===== src/hw/rtl/ddo_pkg.sv =====
// Shared types, constants and the arctangent table for the odometry block.
// No dependencies.
`timescale 1ns / 1ps

package ddo_pkg;

    localparam int CORDIC_STEPS_DEF = 16;
    localparam int ANGLE_BITS_DEF   = 16;
    localparam int MUL_W            = 34;

    localparam logic signed [33:0] CORDIC_GAIN_Q30 = 34'sd652032874;
    localparam logic [29:0]        INV_TWO_PI_Q32  = 30'd683565276;
    localparam logic [19:0]        USEC_PER_SEC    = 20'd1000000;

    localparam logic [31:0] LEFT_MPP_RST  = 32'd16777216;
    localparam logic [31:0] RIGHT_MPP_RST = 32'd16777216;
    localparam logic [31:0] INV_SEP_RST   = 32'd29351323;

    // configuration register indexes
    localparam logic [2:0] CFG_LEFT_MPP  = 3'd0;
    localparam logic [2:0] CFG_RIGHT_MPP = 3'd1;
    localparam logic [2:0] CFG_INV_SEP   = 3'd2;
    localparam logic [2:0] CFG_LEFT_REV  = 3'd3;
    localparam logic [2:0] CFG_RIGHT_REV = 3'd4;

    typedef struct packed {
        logic signed [31:0] left_count;
        logic signed [31:0] right_count;
        logic        [31:0] stamp_us;
    } sample_t;

    typedef struct packed {
        logic        [31:0] out_stamp;
        logic signed [31:0] pos_x;
        logic signed [31:0] pos_y;
        logic signed [15:0] heading;
        logic signed [15:0] quat_z;
        logic signed [15:0] quat_w;
        logic signed [31:0] speed;
        logic signed [31:0] yaw_rate;
        logic               first_sample;
    } result_t;

    // atan(2^-i) in units of 2^-32 turn
    function automatic logic [31:0] atan_turn(input logic [4:0] idx);
        logic [31:0] v;
        unique case (idx)
            5'd0:  v = 32'h20000000;
            5'd1:  v = 32'h12E4051E;
            5'd2:  v = 32'h09FB385B;
            5'd3:  v = 32'h051111D4;
            5'd4:  v = 32'h028B0D43;
            5'd5:  v = 32'h0145D7E1;
            5'd6:  v = 32'h00A2F61E;
            5'd7:  v = 32'h00517C55;
            5'd8:  v = 32'h0028BE53;
            5'd9:  v = 32'h00145F2F;
            5'd10: v = 32'h000A2F98;
            5'd11: v = 32'h000517CC;
            5'd12: v = 32'h00028BE6;
            5'd13: v = 32'h000145F3;
            5'd14: v = 32'h0000A2FA;
            5'd15: v = 32'h0000517D;
            5'd16: v = 32'h000028BE;
            5'd17: v = 32'h0000145F;
            5'd18: v = 32'h00000A30;
            5'd19: v = 32'h00000518;
            5'd20: v = 32'h0000028C;
            5'd21: v = 32'h00000146;
            5'd22: v = 32'h000000A3;
            5'd23: v = 32'h00000051;
            default: v = 32'h0;
        endcase
        return v;
    endfunction

endpackage


===== src/hw/rtl/ddo_mul.sv =====
// Shared signed 34x34 multiplier with registered product.
// Uses ddo_pkg for the operand width.
`timescale 1ns / 1ps

module ddo_mul (
    input  logic                             clk,
    input  logic signed [ddo_pkg::MUL_W-1:0] a,
    input  logic signed [ddo_pkg::MUL_W-1:0] b,
    output logic signed [2*ddo_pkg::MUL_W-1:0] p_reg
);
    import ddo_pkg::*;

    logic signed [2*MUL_W-1:0] p_next;

    assign p_next = a * b;

    always_ff @(posedge clk)
    begin
        p_reg <= p_next;
    end

endmodule


===== config.mk =====
export PLATFORM = sky130hd
export DESIGN_NAME = ddo_mul
export DESIGN_NICKNAME = d
export VERILOG_FILES = /design/src/hw/rtl/ddo_pkg.sv /design/src/hw/rtl/ddo_mul.sv
export SDC_FILE = /design/constraint.sdc
export NUM_CORES = 2
export LEC_CHECK = 0
export BUFFER_PORTS_ARGS = -buffer_cell sky130_fd_sc_hd__buf_2
export CAP_MARGIN = 25
export CORE_MARGIN = 2
export CORE_UTILIZATION = 35
export CTS_BUF_LIST = sky130_fd_sc_hd__clkbuf_8 sky130_fd_sc_hd__clkbuf_16
export DETAILED_ROUTE_END_ITERATION = 16
export PLACE_DENSITY = 0.49
export SLEW_MARGIN = 30
export SYNTH_ARGS = -nofsm -noshare
export SYNTH_HDL_FRONTEND = slang
export SYNTH_SLANG_ARGS = --single-unit

===== constraint.sdc =====
create_clock -name clk -period 8.4 [get_ports clk]
set_clock_uncertainty 0.05 [all_clocks]
set_input_delay 0.84 -clock clk [delete_from_list [all_inputs] [get_ports clk]]
set_output_delay 0.84 -clock clk [all_outputs]
set_load 0.005 [all_outputs]

==> flow_metrics.py <==
metrics = {
    "worst_setup_path": {
        "critPathArrivalTime_ns": 8.49,
        "required_ns": 8.70,
        "slowest_stage": "fa_1",
        "cp_common_cell": "fa_1",
        "crit_path_start_kind": "input pin",
        "critPathMaxStageDelay_ns": 0.57,
        "crit_type": "input pin to register",
        "cp_max_fo": 17,
        "crit_path_end_kind": "register",
    },
    "route": {
        "dr_total_vias": 30500,
        "highest_layer": "met5",
        "antenna_left": 0,
        "vias_per_cell": 4.63,
        "detail_route.wl_per_cell_um": 18.9,
        "wl_met1_um": 52200,
        "drc_errors": 0,
        "drtPass1Iterations": 5,
        "routed_wl_um": 125000,
        "drt_iter0_markers": 1334,
        "wl_met3_um": 4180,
        "dr_wl_met2_um": 65400,
    },
    "synthesis": {
        "avgSynthCellArea_um2": 9.43,
        "synthFlopType": "dfxtp_1",
        "synth_fp_nets": 6092,
        "synth_cell_types": 73,
        "netlist_instances": 4578,
        "synth_top_area_share_pct": 57.6,
        "ys_async_sr_fraction_pct": 0,
        "synth.area.top_cells": "fa_1, inv_1, and2_1",
        "yosys.cell_count.top_type": "fa_1",
        "synth_edf_count": 0,
        "synth-seq-cells": 68,
        "netlist_top_cells_count": "fa_1, inv_1, and2_1, nand2_1, clkbuf_1",
        "yosysSeqAreaShare_pct": 3.15,
        "yosys_warnings": 0,
        "netlist_area_um2": 43200,
        "yosysTopAreaCell": "fa_1",
    },
    "worst_hold_path": {
        "hold_class": "input pin to register",
        "whs_endpoint": "p_reg[1]$_DFF_P_",
        "hold_start": "b[1]",
        "hold_depth": 3,
    },
    "timing": {
        "setup_tns_ns": 0,
        "post-route-period-util_pct": 97.5,
        "hold_viol": 0,
        "period_needed_ns": 8.19,
        "max_freq_ghz": 0.122,
        "worst_pin_slew_ns": 0.725,
        "rsz0062_at_grt": "yes",
        "relSlewSlack_pct": 51.6,
        "finalSetupViolCount": 0,
        "final_max_slew_viol_count": 0,
    },
    "floorplan": {
        "rows": 128,
        "ioPinCount": 137,
        "die_w_um": 355,
        "fp.coreArea_um2": 122000,
        "dieArea_um2": 126000,
        "dieHeight_um": 355,
        "initial_core_util_pct": 35.4,
    },
    "global_routing": {
        "gr-total-overflow": 0,
        "grt_pass1_vias": 34300,
        "grtUsageTotal_pct": 21.1,
        "grt_max_degree": 31,
        "antenna_found_initial": 13,
        "grt_first_pass_wirelength_um": 202000,
    },
    "cells_and_area": {
        "drive_gt1_share_pct": 13.1,
        "nNetsFinal": 6470,
        "area_growth_pct": 14.5,
        "largest_reg_flops": 68,
        "layout.cells.non_filler": 6588,
    },
    "place": {
        "io_buffers": 136,
        "dp.final_hpwl_um": 113000,
        "gp_congestion": 0.862,
        "dpl.cell_count": 6567,
    },
    "cts": {
        "cts_root_buf": "clkbuf_16",
        "cts_buffers": 9,
        "htree_levels": 3,
        "clk_pin_slew_ns": 0.07,
        "cts_hold_buf": 0,
        "clockBufferDepth": 2,
        "cts_sinks": 68,
        "cts_tree": "yes",
    },
    "flow_run": {
        "maxCapViolCount": 0,
    },
    "status": {
        "run_status": "completed",
    },
}
==> per-stage QoR <==
| stage | hold slack, ns | utilization [%] | worst slack (ns) | cell area (um2) |
|---|---|---|---|---|
| floorplan | 0.917 | - | 0.128 | 43200 |
| finish | 0.913 | 40.5 | 0.213 | 49400 |
| CTS | 0.996 | 40.4 | 0.0289 | 49300 |
| global route | 0.948 | 40.5 | -0.0492 | 49400 |
| global placement | 1.17 | 40.1 | -0.678 | 48900 |
| detailed placement | 1.17 | 40.1 | -0.753 | 48900 |
==> critical path: cells and delay by family <==
kind	cells	cell delay [ns]
compound gates	8	1.90
xor+xnor	1	0.16
fa+ha+maj	9	3.98
simple gates	2	0.33
buf+inv	9	1.28
==> area by class of cell <==
type / count / area (um2)
clock inverter: 6 / 66.3
multi-input combinational: 3043 / 36400
tap: 1625 / 2030
inverter: 1236 / 4640
fill: 12500 / 72600
sequential: 68 / 1360
clock buffer: 9 / 225
antenna: 3 / 7.51
timing repair buffer: 598 / 4720
==> metal layers <==
metal  vias to the layer above  global-route usage, %
li1                      13700                      -
met1                     16200                   27.2
met2                       500                   38.0
met3                       108                   2.15
met4                        16                   4.93
met5                         -                      0
==> logic make-up (layout without fill, tap and decap cells) <==
family / Yosys count / in the layout / share of synthesized area (%)
adders and majority gates: 1445 / 1445 / 63.5
AOI/OAI and AO/OA: 211 / 211 / 3.41
buffers and inverters: 1467 / 1849 / 12.9
xor gates and xnor gates: 77 / 77 / 1.56
DFF: 68 / 68 / 3.15
other: 0 / 3 / 0
and+or+nand+nor: 1310 / 1310 / 15.5
==> worst max path at each step <==
stage                     slack (ns)  depth (start not counted)  startpoint                 to
final                           0.21                         29        b[2]  p_reg[45]$_DFF_P_
after global routing           -0.05                         29       a[33]  p_reg[67]$_DFF_P_
after CTS                       0.03                         29       a[33]  p_reg[67]$_DFF_P_
after detailed placement       -0.75                         28        b[1]  p_reg[67]$_DFF_P_
after global placement         -0.68                         28        b[1]  p_reg[67]$_DFF_P_
after floorplan                 0.13                         23       a[33]  p_reg[61]$_DFF_P_
==> timing repair <==
item                       4_1_cts  5_1_grt
pin swaps                        1        6
setup endpoints to repair        9       20
resized for setup                3       32
setup buffers                    1        2
==> placed cells by master (no fill, tap or decap), drive strengths merged, types with 4 or more instances in the layout <==
| cell type | netlist | layout |
|---|---|---|
| clkbuf | 217 | 20 |
| a21o | 37 | 37 |
| ha | 204 | 204 |
| xor2 | 20 | 20 |
| nor2 | 55 | 55 |
| a211oi | 8 | 8 |
| o21bai | 13 | 13 |
| fa | 1241 | 1241 |
| and2 | 625 | 625 |
| o21ai | 38 | 38 |
| dfxtp | 68 | 68 |
| nand2 | 550 | 550 |
| nor4 | 4 | 4 |
| a221oi | 4 | 4 |
| xnor2 | 57 | 57 |
| buf | 14 | 587 |
| inv | 1235 | 1235 |
| o21a | 6 | 6 |
| a21oi | 59 | 59 |
| nand2b | 14 | 14 |
| nand3 | 8 | 8 |
| nor2b | 8 | 8 |
| o211ai | 8 | 8 |
| and3 | 10 | 10 |
| nor3 | 10 | 10 |
| a31oi | 7 | 7 |
| nand4 | 14 | 14 |
| a2111oi | 4 | 4 |
Power is left out: the tool's default activity adds up to more than one toggle a clock period on the data nets, which glitch-free logic cannot reach.
