`config.mk`:
```
export PLATFORM = sky130hd
export DESIGN_NAME = ddo_cordic
export DESIGN_NICKNAME = d
export VERILOG_FILES = /design/src/hw/rtl/ddo_pkg.sv /design/src/hw/rtl/ddo_cordic.sv
export SDC_FILE = /design/constraint.sdc
export NUM_CORES = 1
export LEC_CHECK = 0
export BUFFER_PORTS_ARGS = -buffer_cell sky130_fd_sc_hd__buf_2
export CAP_MARGIN = 5
export CORE_UTILIZATION = 30
export CTS_BUF_LIST = sky130_fd_sc_hd__clkbuf_4 sky130_fd_sc_hd__clkbuf_8 sky130_fd_sc_hd__clkbuf_16
export DETAILED_ROUTE_END_ITERATION = 7
export PLACE_DENSITY = 0.5
export SYNTH_ARGS = -nofsm -noshare
export SYNTH_HDL_FRONTEND = slang
export SYNTH_SLANG_ARGS = --single-unit
export TNS_END_PERCENT = 5
```
`constraint.sdc`:
```
create_clock -name clk -period 7.5 [get_ports clk]
set_input_delay 1.5 -clock clk [delete_from_list [all_inputs] [get_ports clk]]
set_output_delay 1.5 -clock clk [all_outputs]
set_load 0.01 [all_outputs]
```
`src/hw/rtl/ddo_pkg.sv`:
```
// Shared types, constants and the arctangent table for the odometry block.
// No dependencies.
`timescale 1ns / 1ps

package ddo_pkg;

    localparam int CORDIC_STEPS_DEF = 16;
    localparam int ANGLE_BITS_DEF   = 16;
    localparam int MUL_W            = 34;

    localparam logic signed [33:0] CORDIC_GAIN_Q30 = 34'sd652032874;
    localparam logic [29:0]        INV_TWO_PI_Q32  = 30'd683565276;
    localparam logic [19:0]        USEC_PER_SEC    = 20'd1000000;

    localparam logic [31:0] LEFT_MPP_RST  = 32'd16777216;
    localparam logic [31:0] RIGHT_MPP_RST = 32'd16777216;
    localparam logic [31:0] INV_SEP_RST   = 32'd29351323;

    // configuration register indexes
    localparam logic [2:0] CFG_LEFT_MPP  = 3'd0;
    localparam logic [2:0] CFG_RIGHT_MPP = 3'd1;
    localparam logic [2:0] CFG_INV_SEP   = 3'd2;
    localparam logic [2:0] CFG_LEFT_REV  = 3'd3;
    localparam logic [2:0] CFG_RIGHT_REV = 3'd4;

    typedef struct packed {
        logic signed [31:0] left_count;
        logic signed [31:0] right_count;
        logic        [31:0] stamp_us;
    } sample_t;

    typedef struct packed {
        logic        [31:0] out_stamp;
        logic signed [31:0] pos_x;
        logic signed [31:0] pos_y;
        logic signed [15:0] heading;
        logic signed [15:0] quat_z;
        logic signed [15:0] quat_w;
        logic signed [31:0] speed;
        logic signed [31:0] yaw_rate;
        logic               first_sample;
    } result_t;

    // atan(2^-i) in units of 2^-32 turn
    function automatic logic [31:0] atan_turn(input logic [4:0] idx);
        logic [31:0] v;
        unique case (idx)
            5'd0:  v = 32'h20000000;
            5'd1:  v = 32'h12E4051E;
            5'd2:  v = 32'h09FB385B;
            5'd3:  v = 32'h051111D4;
            5'd4:  v = 32'h028B0D43;
            5'd5:  v = 32'h0145D7E1;
            5'd6:  v = 32'h00A2F61E;
            5'd7:  v = 32'h00517C55;
            5'd8:  v = 32'h0028BE53;
            5'd9:  v = 32'h00145F2F;
            5'd10: v = 32'h000A2F98;
            5'd11: v = 32'h000517CC;
            5'd12: v = 32'h00028BE6;
            5'd13: v = 32'h000145F3;
            5'd14: v = 32'h0000A2FA;
            5'd15: v = 32'h0000517D;
            5'd16: v = 32'h000028BE;
            5'd17: v = 32'h0000145F;
            5'd18: v = 32'h00000A30;
            5'd19: v = 32'h00000518;
            5'd20: v = 32'h0000028C;
            5'd21: v = 32'h00000146;
            5'd22: v = 32'h000000A3;
            5'd23: v = 32'h00000051;
            default: v = 32'h0;
        endcase
        return v;
    endfunction

endpackage

```
`src/hw/rtl/ddo_cordic.sv`:
```
// Iterative rotation-mode CORDIC, one micro-rotation per cycle.
// Uses ddo_pkg for the gain and the arctangent table.
`timescale 1ns / 1ps

module ddo_cordic #(
    parameter int CORDIC_STEPS = ddo_pkg::CORDIC_STEPS_DEF,
    parameter int FINE_BITS    = ddo_pkg::ANGLE_BITS_DEF + 2
) (
    input  logic                 clk,
    input  logic                 rst_n,
    input  logic                 start,
    input  logic [FINE_BITS-1:0] fine,
    output logic                 done,
    output logic signed [33:0]   cos_val,
    output logic signed [33:0]   sin_val
);
    import ddo_pkg::*;

    localparam int NS = (CORDIC_STEPS < 24) ? CORDIC_STEPS : 24;
    localparam int CW = $clog2(NS);

    logic                busy_reg, done_reg, flip_reg;
    logic [CW-1:0]       step_reg;
    logic signed [33:0]  x_reg, y_reg, z_reg;

    logic [31:0]         z0, z0_rot, z0_fold;
    logic                flip0;
    logic signed [33:0]  x_sh, y_sh, atan_v;

    assign z0      = {fine, {(32 - FINE_BITS){1'b0}}};
    assign z0_rot  = z0 + 32'h4000_0000;
    assign flip0   = z0_rot[31];
    assign z0_fold = flip0 ? (z0 + 32'h8000_0000) : z0;

    assign x_sh   = x_reg >>> step_reg;
    assign y_sh   = y_reg >>> step_reg;
    assign atan_v = $signed({2'b00, atan_turn(5'(step_reg))});

    always_ff @(posedge clk or negedge rst_n)
    begin
        if (!rst_n)
        begin
            busy_reg <= 1'b0;
            done_reg <= 1'b0;
            flip_reg <= 1'b0;
            step_reg <= '0;
            x_reg    <= '0;
            y_reg    <= '0;
            z_reg    <= '0;
        end
        else
        begin
            done_reg <= 1'b0;
            if (start)
            begin
                busy_reg <= 1'b1;
                flip_reg <= flip0;
                step_reg <= '0;
                x_reg    <= CORDIC_GAIN_Q30;
                y_reg    <= '0;
                z_reg    <= 34'($signed(z0_fold));
            end
            else if (busy_reg)
            begin
                if (!z_reg[33])
                begin
                    x_reg <= x_reg - y_sh;
                    y_reg <= y_reg + x_sh;
                    z_reg <= z_reg - atan_v;
                end
                else
                begin
                    x_reg <= x_reg + y_sh;
                    y_reg <= y_reg - x_sh;
                    z_reg <= z_reg + atan_v;
                end
                if (step_reg == CW'(NS - 1))
                begin
                    busy_reg <= 1'b0;
                    done_reg <= 1'b1;
                end
                else
                begin
                    step_reg <= step_reg + 1'b1;
                end
            end
        end
    end

    assign done    = done_reg;
    assign cos_val = flip_reg ? -x_reg : x_reg;
    assign sin_val = flip_reg ? -y_reg : y_reg;

endmodule

```
==> results by group <==
Placement
  • Dpl hpwl: 44200 um
  • Placed instance count: 2843
  • GP Congestion: 0.881
  • IO buf count: 89
  • Worst slack at placement: 960 ps

Power
  • P_leak: 0.00789 uW
  • Max IR drop VDD: 0.000250 V
  • P per Cell Area: about 560 nW/um^2

Routing
  • DR WL/cell: 20.5 um
  • Initial DRC Count: 1435
  • Vias: 16260
  • Routed Antenna Nets: 0
  • WL final: 58600 um
  • Met3 WL: 4090 um
  • Vias per cell: 5.69
  • Post-route DRC: 0
  • 1st-pass router iterations: 6
  • Wire length on met2: around 26000 um
  • Max layer used: met5
  • Metal-1 WL: 27200 um

Layout
  • Most frequent cells in the layout: 196 x nor2_1, 183 x nand2_1, 167 x xnor2_1
  • Final cell count without fillers: about 2900
  • Most common cell after layout, fill and taps aside: nor2_1
  • Area grow syn2layout: 7.51%
  • Final nets: ~2200
  • Finished Core Util: 0.327
  • Share of post-route cells with drive strength above 1: 0.133
  • # diodes: 0
  • Layout fillers: approximately 6100

Synthesis
  • Synth cell types: 86
  • Share of the synthesized area in the top cell type: 0.159
  • Number of enable flip-flop cells after synthesis: 0
  • Primary FF master, synth: dfrtp_1
  • Seq/Total Area, Yosys: 0.159
  • Yosys warns: 0
  • Mapped cell area: roughly 17000 sq um
  • Largest area contributor in the netlist: dfrtp_1
  • Register bit total from synthesis: 109
  • Fraction of registers with async set/reset: 1.00
  • Synth top area cells: dfrtp_1 16%, mux4_2 9.2%, xnor2_1 8.5%, ha_1 8.3%, mux2i_1 5.8%
  • Mapped Nets: 2268
  • Syn_area_per_cell: about 8.1 sq um
  • Cells after Synth: 2130

Setup path
  • Crit-path cells: buf_4 -> buf_4 -> mux4_2 -> a221oi_1 -> nand2_1 -> o22ai_1 -> nand3_1 -> inv_1 -> a21o_1 -> xnor2_1 -> ha_1 -> nand3_1 -> nor3b_1 -> o211ai_1 -> nand4_1 -> nand2_1 -> a211oi_1 -> a2111oi_0 -> o211a_1 -> or4_1 -> a21oi_1
  • Logic depth of the worst path, buffers included: 21
  • Worst Setup Path Type: reg2reg
  • CP Data Arrival Time: ~7000 ps
  • Worst Path Required: approximately 8000 ps
  • Critical path's slowest cell: dfrtp_4
  • Top delay family on crit path: compound AO/OA/AOI/OAI gates
  • Worst path bufs/invs: 3
  • Slowest stage delay, CP: 840 ps
  • Critical Path End Type: flop
  • Maximum fanout along the worst path: just under 50
  • Worst Reg-to-Reg Cells: 21
  • Crit start category: flop

Timing
  • Clock skew: 18.5 ps
  • Max_slew headroom: 0.360
  • Count of final max-slew check failures: 0
  • Final setup violation count: 0
  • Final WS setup: 819 ps
  • Max Freq: around 150 MHz
  • Fin. Hold Viols: 0
  • Minimum clock period: 6680 ps
  • RSZ-0062 raised after global routing: no
  • Tightest Pin Transition: 957 ps
  • Final worst-path cycle share: 0.891
  • Setup tns final: 0 ps

Die
  • Full die area: 58100 sq um
  • Row count: 87
  • Initial Utilization: 0.304
  • Io pins: 90
  • Core ar.: roughly 56000 sq um
  • Die X: 241 um
  • Die height: 241 um

Hold path
  • Worst Hold Class: reg2reg
  • Hold Path Cell Cnt: 1

Global routing
  • Number of global-route vias before repair: 15354
  • Initial antenna violation count: 1
  • Largest net degree at the start of global routing: 76
  • Total grt overflow: 0
  • GRT Util Overall: 0.203
  • First-pass GRT wire length: 91200 um

CTS
  • Skew-Pair Late Insertion Delay: 420 ps
  • Total clock sinks: roughly 110
  • CTS max path bufs: 2
  • H-tree depth: 3
  • Gates resized, CTS repair: 0
  • Hold buffers post-CTS: 0
  • CTS tree: built
  • Post-CTS Setup Inserts: 0
  • Root buffer cell: clkbuf_16
  • TritonCTS Buffers: 9
  • Clock-pin slew on the worst setup and hold paths: 100 ps

Status
  • Status: completed

Flow run
  • MaxCap Viol Count: 0
-- cell type report --
type                    count  area [sq um]  share of cell area
multi-input cells        1795         13500               0.731
inverters                  59           221              0.0120
well taps                 756           946              0.0513
flip-flops and latches    109          2750               0.149
clock buffers               9           225              0.0122
repair buffers            124           726              0.0394
clock inverters             7          91.3             0.00495
-- synthesized netlist by cell type, types with 6 or more instances --
cell type and instances:
a2111oi_0 6, a211oi_1 29, a21boi_0 8, a21o_1 47, a21oi_1 162, a221oi_1 6
a22oi_1 12, a31o_2 7, a31oi_1 36, and2_1 15, and3_1 20, buf_1 17
buf_2 25, buf_4 7, clkbuf_1 111, dfrtp_1 109, ha_1 114, inv_1 57
mux2_2 33, mux2i_1 100, mux4_2 70, nand2_1 183, nand2b_1 21, nand3_1 33
nand3b_1 6, nand4_1 18, nor2_1 196, nor2b_1 25, nor3_1 37, nor4_1 6
o211ai_1 15, o21a_1 32, o21ai_0 128, o21bai_1 16, o22ai_1 11, o31ai_1 26
o41ai_1 10, or2_2 8, or3_1 21, or4_1 13, xnor2_1 167, xor2_1 68
-- path summary, 6_finish.rpt --
| path | startpoint | end | slack, ps |
|---|---|---|---|
| max in group asynchronous | rst_n | step_reg[2]$_DFFE_PN0P_ | 4900 |
| max reg2reg | step_reg[1]$_DFFE_PN0P_ | y_reg[33]$_DFFE_PN0P_ | 820 |
| min in group asynchronous | rst_n | x_reg[7]$_DFFE_PN0P_ | 1140 |
| min reg2reg | z_reg[18]$_DFFE_PN0P_ | z_reg[18]$_DFFE_PN0P_ | 540 |
| max | step_reg[1]$_DFFE_PN0P_ | y_reg[33]$_DFFE_PN0P_ | 820 |
| min | z_reg[18]$_DFFE_PN0P_ | z_reg[18]$_DFFE_PN0P_ | 540 |
-- worst register-to-register path, stage by stage (launching register included) --
cell,delay (ps)
dfrtp_4,840
buf_4,420
buf_4,370
mux4_2,610
a221oi_1,350
nand2_1,120
o22ai_1,300
nand3_1,130
inv_1,90
a21o_1,180
xnor2_1,100
ha_1,360
nand3_1,190
nor3b_1,370
o211ai_1,170
nand4_1,150
nand2_1,120
a211oi_1,600
a2111oi_0,230
o211a_1,260
or4_1,470
a21oi_1,170
-- where the power goes --
part,switching [uW],internal [uW]
clock network,306,243
registers,667,849
logic,4570,3710
total,5540,4800
-- routing by layer --
layer | up-vias | GRT usage
met5 | - | 0
met4 | 2 | 0.0476
met3 | 64 | 0.0460
met2 | 516 | 0.318
met1 | 7944 | 0.281
li1 | 7734 | -
-- through the flow --
stage	instance area [sq um]	hold WS (ps)	power (uW)
after floorplan	17200	477	7730
after global placement	18100	502	9670
after detailed placement	18100	500	9710
after CTS	18400	530	10300
after global routing	18400	547	11400
final	18400	537	10300
-- logic make-up after synthesis --
family | count (synthesis) | share of synthesized area
compound gates | 610 | 0.229
xor+xnor | 235 | 0.120
fa+ha+maj | 117 | 0.0867
buf+inv | 226 | 0.0550
flops | 109 | 0.159
mux | 210 | 0.180
simple gates | 623 | 0.171
Power figures use the tool's default switching activity.
