===== src/hw/rtl/ddo_div.sv =====
// Restoring divider, one quotient bit per cycle, 64/32 with 32-bit quotient.
// Flags overflow when the quotient would not fit in 32 bits. No dependencies.
`timescale 1ns / 1ps

module ddo_div (
    input  logic        clk,
    input  logic        rst_n,
    input  logic        start,
    input  logic [31:0] num_hi,
    input  logic [31:0] num_lo,
    input  logic [31:0] den,
    output logic        done,
    output logic        ovf,
    output logic [31:0] quo
);
    logic        busy_reg, done_reg, ovf_reg;
    logic [5:0]  cnt_reg;
    logic [31:0] rem_reg, q_reg;
    logic [32:0] trial, diff;

    assign trial = {rem_reg, q_reg[31]};
    assign diff  = trial - {1'b0, den};

    always_ff @(posedge clk or negedge rst_n)
    begin
        if (!rst_n)
        begin
            busy_reg <= 1'b0;
            done_reg <= 1'b0;
            ovf_reg  <= 1'b0;
            cnt_reg  <= '0;
            rem_reg  <= '0;
            q_reg    <= '0;
        end
        else
        begin
            done_reg <= 1'b0;
            if (start)
            begin
                rem_reg <= num_hi;
                q_reg   <= num_lo;
                cnt_reg <= '0;
                if (num_hi >= den)
                begin
                    ovf_reg  <= 1'b1;
                    done_reg <= 1'b1;
                end
                else
                begin
                    ovf_reg  <= 1'b0;
                    busy_reg <= 1'b1;
                end
            end
            else if (busy_reg)
            begin
                if (!diff[32])
                begin
                    rem_reg <= diff[31:0];
                    q_reg   <= {q_reg[30:0], 1'b1};
                end
                else
                begin
                    rem_reg <= trial[31:0];
                    q_reg   <= {q_reg[30:0], 1'b0};
                end
                if (cnt_reg == 6'd31)
                begin
                    busy_reg <= 1'b0;
                    done_reg <= 1'b1;
                end
                cnt_reg <= cnt_reg + 1'b1;
            end
        end
    end

    assign done = done_reg;
    assign ovf  = ovf_reg;
    assign quo  = q_reg;

endmodule


===== config.mk =====
export PLATFORM = sky130hd
export DESIGN_NAME = ddo_div
export DESIGN_NICKNAME = d
export VERILOG_FILES = /design/src/hw/rtl/ddo_div.sv
export SDC_FILE = /design/constraint.sdc
export NUM_CORES = 1
export LEC_CHECK = 0
export BUFFER_PORTS_ARGS = -buffer_cell sky130_fd_sc_hd__clkbuf_2
export CAP_MARGIN = 20
export CORE_MARGIN = 2
export CORE_UTILIZATION = 35
export CTS_BUF_LIST = sky130_fd_sc_hd__clkbuf_8
export DETAILED_ROUTE_END_ITERATION = 6
export GPL_TIMING_DRIVEN = 0
export SETUP_SLACK_MARGIN = 0.02
export SLEW_MARGIN = 20
export SYNTH_ARGS = -nofsm -noshare
export SYNTH_HDL_FRONTEND = slang
export SYNTH_SLANG_ARGS = --single-unit

===== constraint.sdc =====
create_clock -name clk -period 4.1 [get_ports clk]
set_clock_uncertainty 0.2 [all_clocks]
set_input_delay 0.205 -clock clk [delete_from_list [all_inputs] [get_ports clk]]
set_output_delay 0.205 -clock clk [all_outputs]
set_load 0.05 [all_outputs]

==> results of run 1 <==
==> how the worst min path moves through the flow <==
stage             endpoint  slack [ns]  cells after the start
2_1_floorplan     busy_reg       -0.29                      0
3_3_place_gp       quo[20]        0.21                      3
3_5_place_dp    rem_reg[5]       -0.01                      1
4_1_cts        rem_reg[26]        0.11                      4
5_1_grt         rem_reg[1]        0.14                      2
6_report        rem_reg[1]        0.12                      2
==> metrics by stage <==
| step | setup slack (ns) | cells |
|---|---|---|
| 2_1_floorplan | 0.571 | 711 |
| 3_3_place_gp | 0.324 | 1068 |
| 3_5_place_dp | 0.333 | 1069 |
| 4_1_cts | 0.297 | 1150 |
| 5_1_grt | 0.0682 | 1150 |
| 6_report | 0.303 | 1150 |
==> report_power, final <==
| group | internal, mW | switching, mW |
|---|---|---|
| combinational | 1.14 | 1.50 |
| clock | 0.293 | 0.335 |
| sequential | 0.916 | 0.175 |
| total | 2.35 | 2.01 |
==> cells by family after synthesis <==
logic type | Yosys count | synth area share (%)
flops | 73 | 30.0
xor+xnor | 32 | 4.61
fa+ha+maj | 66 | 13.7
buf+inv | 75 | 5.02
simple gates | 181 | 14.6
compound gates | 225 | 22.2
mux | 59 | 9.73
==> cell type report <==
class | instances | area (µm²)
sequential | 73 | 1830
tap | 225 | 282
timing repair buffer | 198 | 1340
buffer | 31 | 140
inverter | 44 | 165
clock buffer | 9 | 124
multi-input combinational | 563 | 3950
fill | 1668 | 9210
clock inverter | 7 | 83.8
==> worst reg2reg max path, cell delays in order, from the launching register on <==
cell	delay, ns
dfrtp_1	0.37
inv_1	0.08
ha_1	0.21
fa_1	0.41
nand2b_1	0.18
a21oi_1	0.25
o211ai_2	0.17
a31oi_1	0.30
nor3_2	0.13
and3_1	0.23
a311oi_4	0.48
buf_6	0.26
mux2i_1	0.31
a21oi_1	0.11
==> cell usage in the layout (no fill, tap or decap), drive strengths merged, types with 2 or more instances in the layout <==
master	count
a211o	2
a211oi	2
a21o	20
a21oi	72
a2bb2oi	4
a311oi	3
a31oi	6
and2	2
and3	29
and4	3
buf	9
clkbuf	164
dfrtp	73
dlygate4sd3	65
ha	65
inv	48
mux2i	58
nand2	67
nand2b	12
nand3	6
nand4	12
nor2	32
nor2b	6
nor3	4
nor4	2
o211ai	8
o21a	8
o21ai	79
o21bai	2
o221ai	6
o22ai	2
o31ai	2
or2	2
or3	2
xnor2	15
xor2	17
==> layer usage <==
metal	vias up	track usage [%]
li1	2984	-
met1	2797	26.9
met2	175	34.0
met3	13	4.45
met4	0	4.40
met5	-	0
==> results.sh, run 1 <==
export IMPL_hpwlAfterDp_mm=13.8
export IMPL_drt_iter0_markers=281
export IMPL_clock_sinks=73
export IMPL_crit_buf_inv=2
export IMPL_postCtsSetupRepairBufs=0
export IMPL_synthFlopType="dfrtp_1"
export IMPL_viasPerCell=5.19
export IMPL_hold_ws_ns=0.119
export IMPL_cts_tree="yes"
export IMPL_period_share_pct=92.6
export IMPL_die_h_um=136
export IMPL_portBuffers=132
export IMPL_cts_root_buf="clkbuf_8"
export IMPL_cp_depth=13
export IMPL_first_pass_iters=5
export IMPL_clock_latency_ns=0.38
export IMPL_cp_end_kind="flip-flop"
export IMPL_clockBufferDepth=2
export IMPL_fin_util_pct=46.2
export IMPL_start_util_pct=35.5
export IMPL_clkTransAtPathRegs_ns=0.09
export IMPL_outcome="complete, no violations"
export IMPL_die_area_um2=18400
export IMPL_numCtsBuffers=9
export IMPL_drt_met1_wl_mm=8.70
export IMPL_postRouteAntennaNets=0
export IMPL_crit_top_cell="a21oi_1"
export IMPL_cts_hold_buf=65
export IMPL_worst_path_max_fanout=10
export IMPL_reg2regPathDepth=13
export IMPL_die_w_um=136
export IMPL_synthesis_area_um2=6080
export IMPL_power_mw=4.36
export IMPL_worst_pin_slew_ns=0.757
export IMPL_setup_viol=0
export IMPL_grt_pass1_wl_mm=29.5
export IMPL_max_stage_delay_ns=0.48
export IMPL_slew_violations=0
export IMPL_cts_resized=0
export IMPL_rsz0062_at_grt="false"
export IMPL_vdd_drop_max_mv=0.310
export IMPL_diodes=0
export IMPL_nNetsFinal=1085
export IMPL_path_cells="inv_1 -> ha_1 -> fa_1 -> nand2b_1 -> a21oi_1 -> o211ai_2 -> a31oi_1 -> nor3_2 -> and3_1 -> a311oi_4 -> buf_6 -> mux2i_1 -> a21oi_1"
export IMPL_synth_seq_cells=73
export IMPL_synth_edff_count=0
export IMPL_synthToLayoutAreaGrowth_pct=30.1
export IMPL_cp_top_family="compound AO/OA/AOI/OAI gates"
export IMPL_r2r_start="quo[31]"
export IMPL_route_met2_wl_mm=8.41
export IMPL_yosysSeqAreaShare_pct=30.0
export IMPL_period_minus_slack_ns=3.80
export IMPL_required_ns=4.15
export IMPL_io_pins=133
export IMPL_cpMaxStageDelayCell="a311oi_4"
export IMPL_maxCapViolations=0
export IMPL_start_kind="flip-flop"
export IMPL_synthTopCellsByArea="dfrtp_1 30%, ha_1 13%, mux2i_1 9.5%"
export IMPL_synth_distinct_cells=54
export IMPL_grt_pass1_vias=5940
export IMPL_synth_area_leader_cell="dfrtp_1"
export IMPL_p_per_area_nw_per_um2=551
export IMPL_leakage_nw=4.15
export IMPL_top_layer="met4"
export IMPL_drive_above_1_share_pct=17.3
export IMPL_r2r_end="rem_reg[26]"
export IMPL_critical_path_class="reg -> reg"
export IMPL_grt_max_degree=52
export IMPL_core_area_um2=17100
export IMPL_final_cell_area_um2=7910
export IMPL_wire_per_inst_um=15.9
export IMPL_final_hold_viol_count=0
export IMPL_place_area_um2=7050
export IMPL_met3WireLength_mm=1.01
export IMPL_syn_avg_cell_area_um2=8.55
export IMPL_antenna_found_initial=0
export IMPL_drc_errors=0
export IMPL_async_flop_share_pct=100
export IMPL_syn_nets=876
export IMPL_holdCritPathClass="in -> async"
export IMPL_maxSlewHeadroom_pct=49.0
export IMPL_yosysTopAreaCellShare_pct=30.0
export IMPL_grt_usage_pct=20.3
export IMPL_fin_setup_tns_ns=0
export IMPL_synthCells=711
export IMPL_critPathArrivalTime_ns=3.85
export IMPL_drt_total_wl_mm=18.3
export IMPL_yosysWarnings=0
export IMPL_crit_path_start="quo[31]"
export IMPL_h_tree_depth=3
export IMPL_synth_most_common_cell="o21ai_0"
export IMPL_cp_endpoint="rem_reg[26]"
export IMPL_r2r_setup_slack_ns=0.30
export IMPL_rows=48
export IMPL_num_vias=5969
export IMPL_grt_ovfl_total=0
export IMPL_routabilityCongestion=0.926
export IMPL_fmax_mhz=263
export IMPL_yosys_top_cells_count="79 x o21ai_0, 73 x dfrtp_1, 72 x a21oi_1, 66 x nand2_1, 65 x ha_1"
(Power assumes the default switching activity.)
==> run 2, diff against run 1 <==
==> constraint.sdc (replaced) <==
create_clock -name clk -period 3.5 [get_ports clk]
set_clock_uncertainty 0.2 [all_clocks]
set_input_delay 0.175 -clock clk [delete_from_list [all_inputs] [get_ports clk]]
set_output_delay 0.175 -clock clk [all_outputs]
set_load 0.05 [all_outputs]
==> run 2 against run 1 <==
Critical path depth up 1. Clock power up 11%. Sequential share of layout area down 0.51 points. Worst hold slack worse by 0.013 ns. Non-clock buffer count up 8. Final cell count up 0.70%. Sequential cell count unchanged. Clock-buffer cell count unchanged. Maximum frequency up 13%. Total power up 26%. Largest power group unchanged.
==> results.sh, run 2 (synthesis results as in run 1) <==
export IMPL_grt_pass1_vias=5984
export IMPL_grt_pass1_wl_mm=30.1
export IMPL_start_util_pct=35.5
export IMPL_clock_latency_ns=0.37
export IMPL_met1_usage_pct=26.8
export IMPL_setup_viol=0
export IMPL_leakage_nw=4.22
export IMPL_diodes=0
export IMPL_die_h_um=136
export IMPL_vdd_drop_max_mv=0.315
export IMPL_holdCritPathClass="in -> reg"
export IMPL_cts_tree="yes"
export IMPL_grt_usage_pct=20.6
export IMPL_grt_max_degree=45
export IMPL_fin_util_pct=47.3
export IMPL_maxCapViolations=0
export IMPL_worst_path_max_fanout=8
export IMPL_rows=48
export IMPL_critPathArrivalTime_ns=3.41
export IMPL_place_area_um2=7050
export IMPL_busiest_layer="met2"
export IMPL_internal_power_mw=3.02
export IMPL_multi_input_area_um2=4020
export IMPL_required_ns=3.56
export IMPL_h_tree_depth=3
export IMPL_met2_usage_pct=34.9
export IMPL_cp_end_kind="flip-flop"
export IMPL_slew_violations=0
export IMPL_routabilityCongestion=0.937
export IMPL_first_pass_iters=4
export IMPL_postRouteAntennaNets=0
export IMPL_die_w_um=136
export IMPL_grt_ovfl_total=0
export IMPL_cts_root_buf="clkbuf_8"
export IMPL_portBuffers=132
export IMPL_clockBufferDepth=2
export IMPL_drt_total_wl_mm=18.6
export IMPL_rsz0062_at_grt="false"
export IMPL_viasPerCell=5.19
export IMPL_pwr_share_seq_pct=23.5
export IMPL_final_hold_viol_count=0
export IMPL_clock_sinks=73
export IMPL_seq_area_um2=1830
export IMPL_final_cell_area_um2=8090
export IMPL_wire_per_inst_um=16.1
export IMPL_comb_power_share_pct=63.9
export IMPL_clkTransAtPathRegs_ns=0.09
export IMPL_final_common_cell="clkbuf_2"
export IMPL_drive_above_1_share_pct=18.6
export IMPL_die_area_um2=18400
export IMPL_fmax_mhz=298
export IMPL_io_pins=133
export IMPL_nFillCells=1694
export IMPL_num_vias=6012
export IMPL_maxSlewHeadroom_pct=52.3
export IMPL_switchingPower_mw=2.49
export IMPL_period_share_pct=95.8
export IMPL_grt_use_met3_pct=4.71
export IMPL_hpwlAfterDp_mm=14.0
export IMPL_p_clk_share_pct=12.7
export IMPL_hold_ws_ns=0.106
export IMPL_outcome="complete, no violations"
export IMPL_drt_iter0_markers=395
export IMPL_numCtsBuffers=9
export IMPL_switching_share_pct=45.2
export IMPL_antenna_found_initial=0
export IMPL_drc_errors=0
export IMPL_period_minus_slack_ns=3.35
export IMPL_core_area_um2=17100
export IMPL_critical_path_class="reg -> reg"
export IMPL_layout_common_cells="131 x clkbuf_2, 77 x o21ai_0, 72 x dfrtp_1"
export IMPL_nNetsFinal=1093
export IMPL_p_per_area_nw_per_um2=681
export IMPL_synthToLayoutAreaGrowth_pct=33.1
export IMPL_start_kind="flip-flop"
export IMPL_worst_pin_slew_ns=0.716
run 2: cell count changes in the layout (fill, tap and decap cells not counted), sizes merged:
cell	before	now
buf	9	15
clkbuf	164	166
clkinv	1	3
clkinvlp	1	0
inv	48	47
run 2: final cells by class:
cell class	count	area share, %
Sequential cell	73	22.6
Clock inverter	7	0.897
Buffer	31	2.06
Inverter	44	2.04
Multi-Input combinational cell	563	49.7
Tap cell	225	3.48
Timing Repair Buffer	206	17.7
Clock buffer	9	1.53
run 2: final timing paths:
kind,start,endpoint,slack [ns],cells past startpoint
max,quo[31],rem_reg[0],0.15,14
min,start,rem_reg[26],0.11,4
max reg2reg,quo[31],rem_reg[0],0.15,14
min reg2reg,ovf,ovf,0.31,2
max in group asynchronous,rst_n,quo[5],2.27,3
min in group asynchronous,rst_n,quo[8],0.22,2
run 2: through the flow:
stage          setup TNS [ns]  setup WS (ns)  std cells  total power, mW
2_1_floorplan               0          0.115        711             3.60
3_3_place_gp            -7.03         -0.307       1068             4.31
3_5_place_dp            -7.17         -0.305       1069             4.33
4_1_cts                     0         0.0227       1154             5.25
5_1_grt                     0         0.0236       1158             5.91
6_report                    0          0.147       1158             5.51
run 2: routing by layer:
metal	share of wire, %	wire length, µm	vias up
li1	-	-	3008
met1	47	8710	2828
met2	46	8630	157
met3	5.4	998	19
met4	1.5	286	0
met5	0	0	-
run 2: power by group through the flow:
stage / Sequential [mW] / Combinational, mW / Clock (mW)
2_1_floorplan: 1.38 / 2.22 / 0
3_3_place_gp: 1.30 / 3.01 / 0
3_5_place_dp: 1.30 / 3.03 / 0
4_1_cts: 1.28 / 3.25 / 0.716
5_1_grt: 1.32 / 3.83 / 0.755
6_report: 1.29 / 3.52 / 0.697
run 2: critical path, stage by stage (launching register included):
cell and delay (ns):
dfrtp_2 0.39, inv_1 0.06, ha_1 0.20, fa_2 0.35, nand2b_4 0.17, a21oi_4 0.17, o211ai_4 0.13, a31oi_4 0.24
nor3_4 0.08, a311oi_1 0.42, a311oi_4 0.08, buf_6 0.19, buf_4 0.14, mux2i_1 0.11, a221o_1 0.31
run 2: repair_timing:
item,CTS,global route
setup buffers,4,2
pin swaps,4,4
endpoints found under the setup margin,33,32
cloned,0,2
resized for setup,10,12
hold buffers,65,0
hold endpoints to repair,107,0
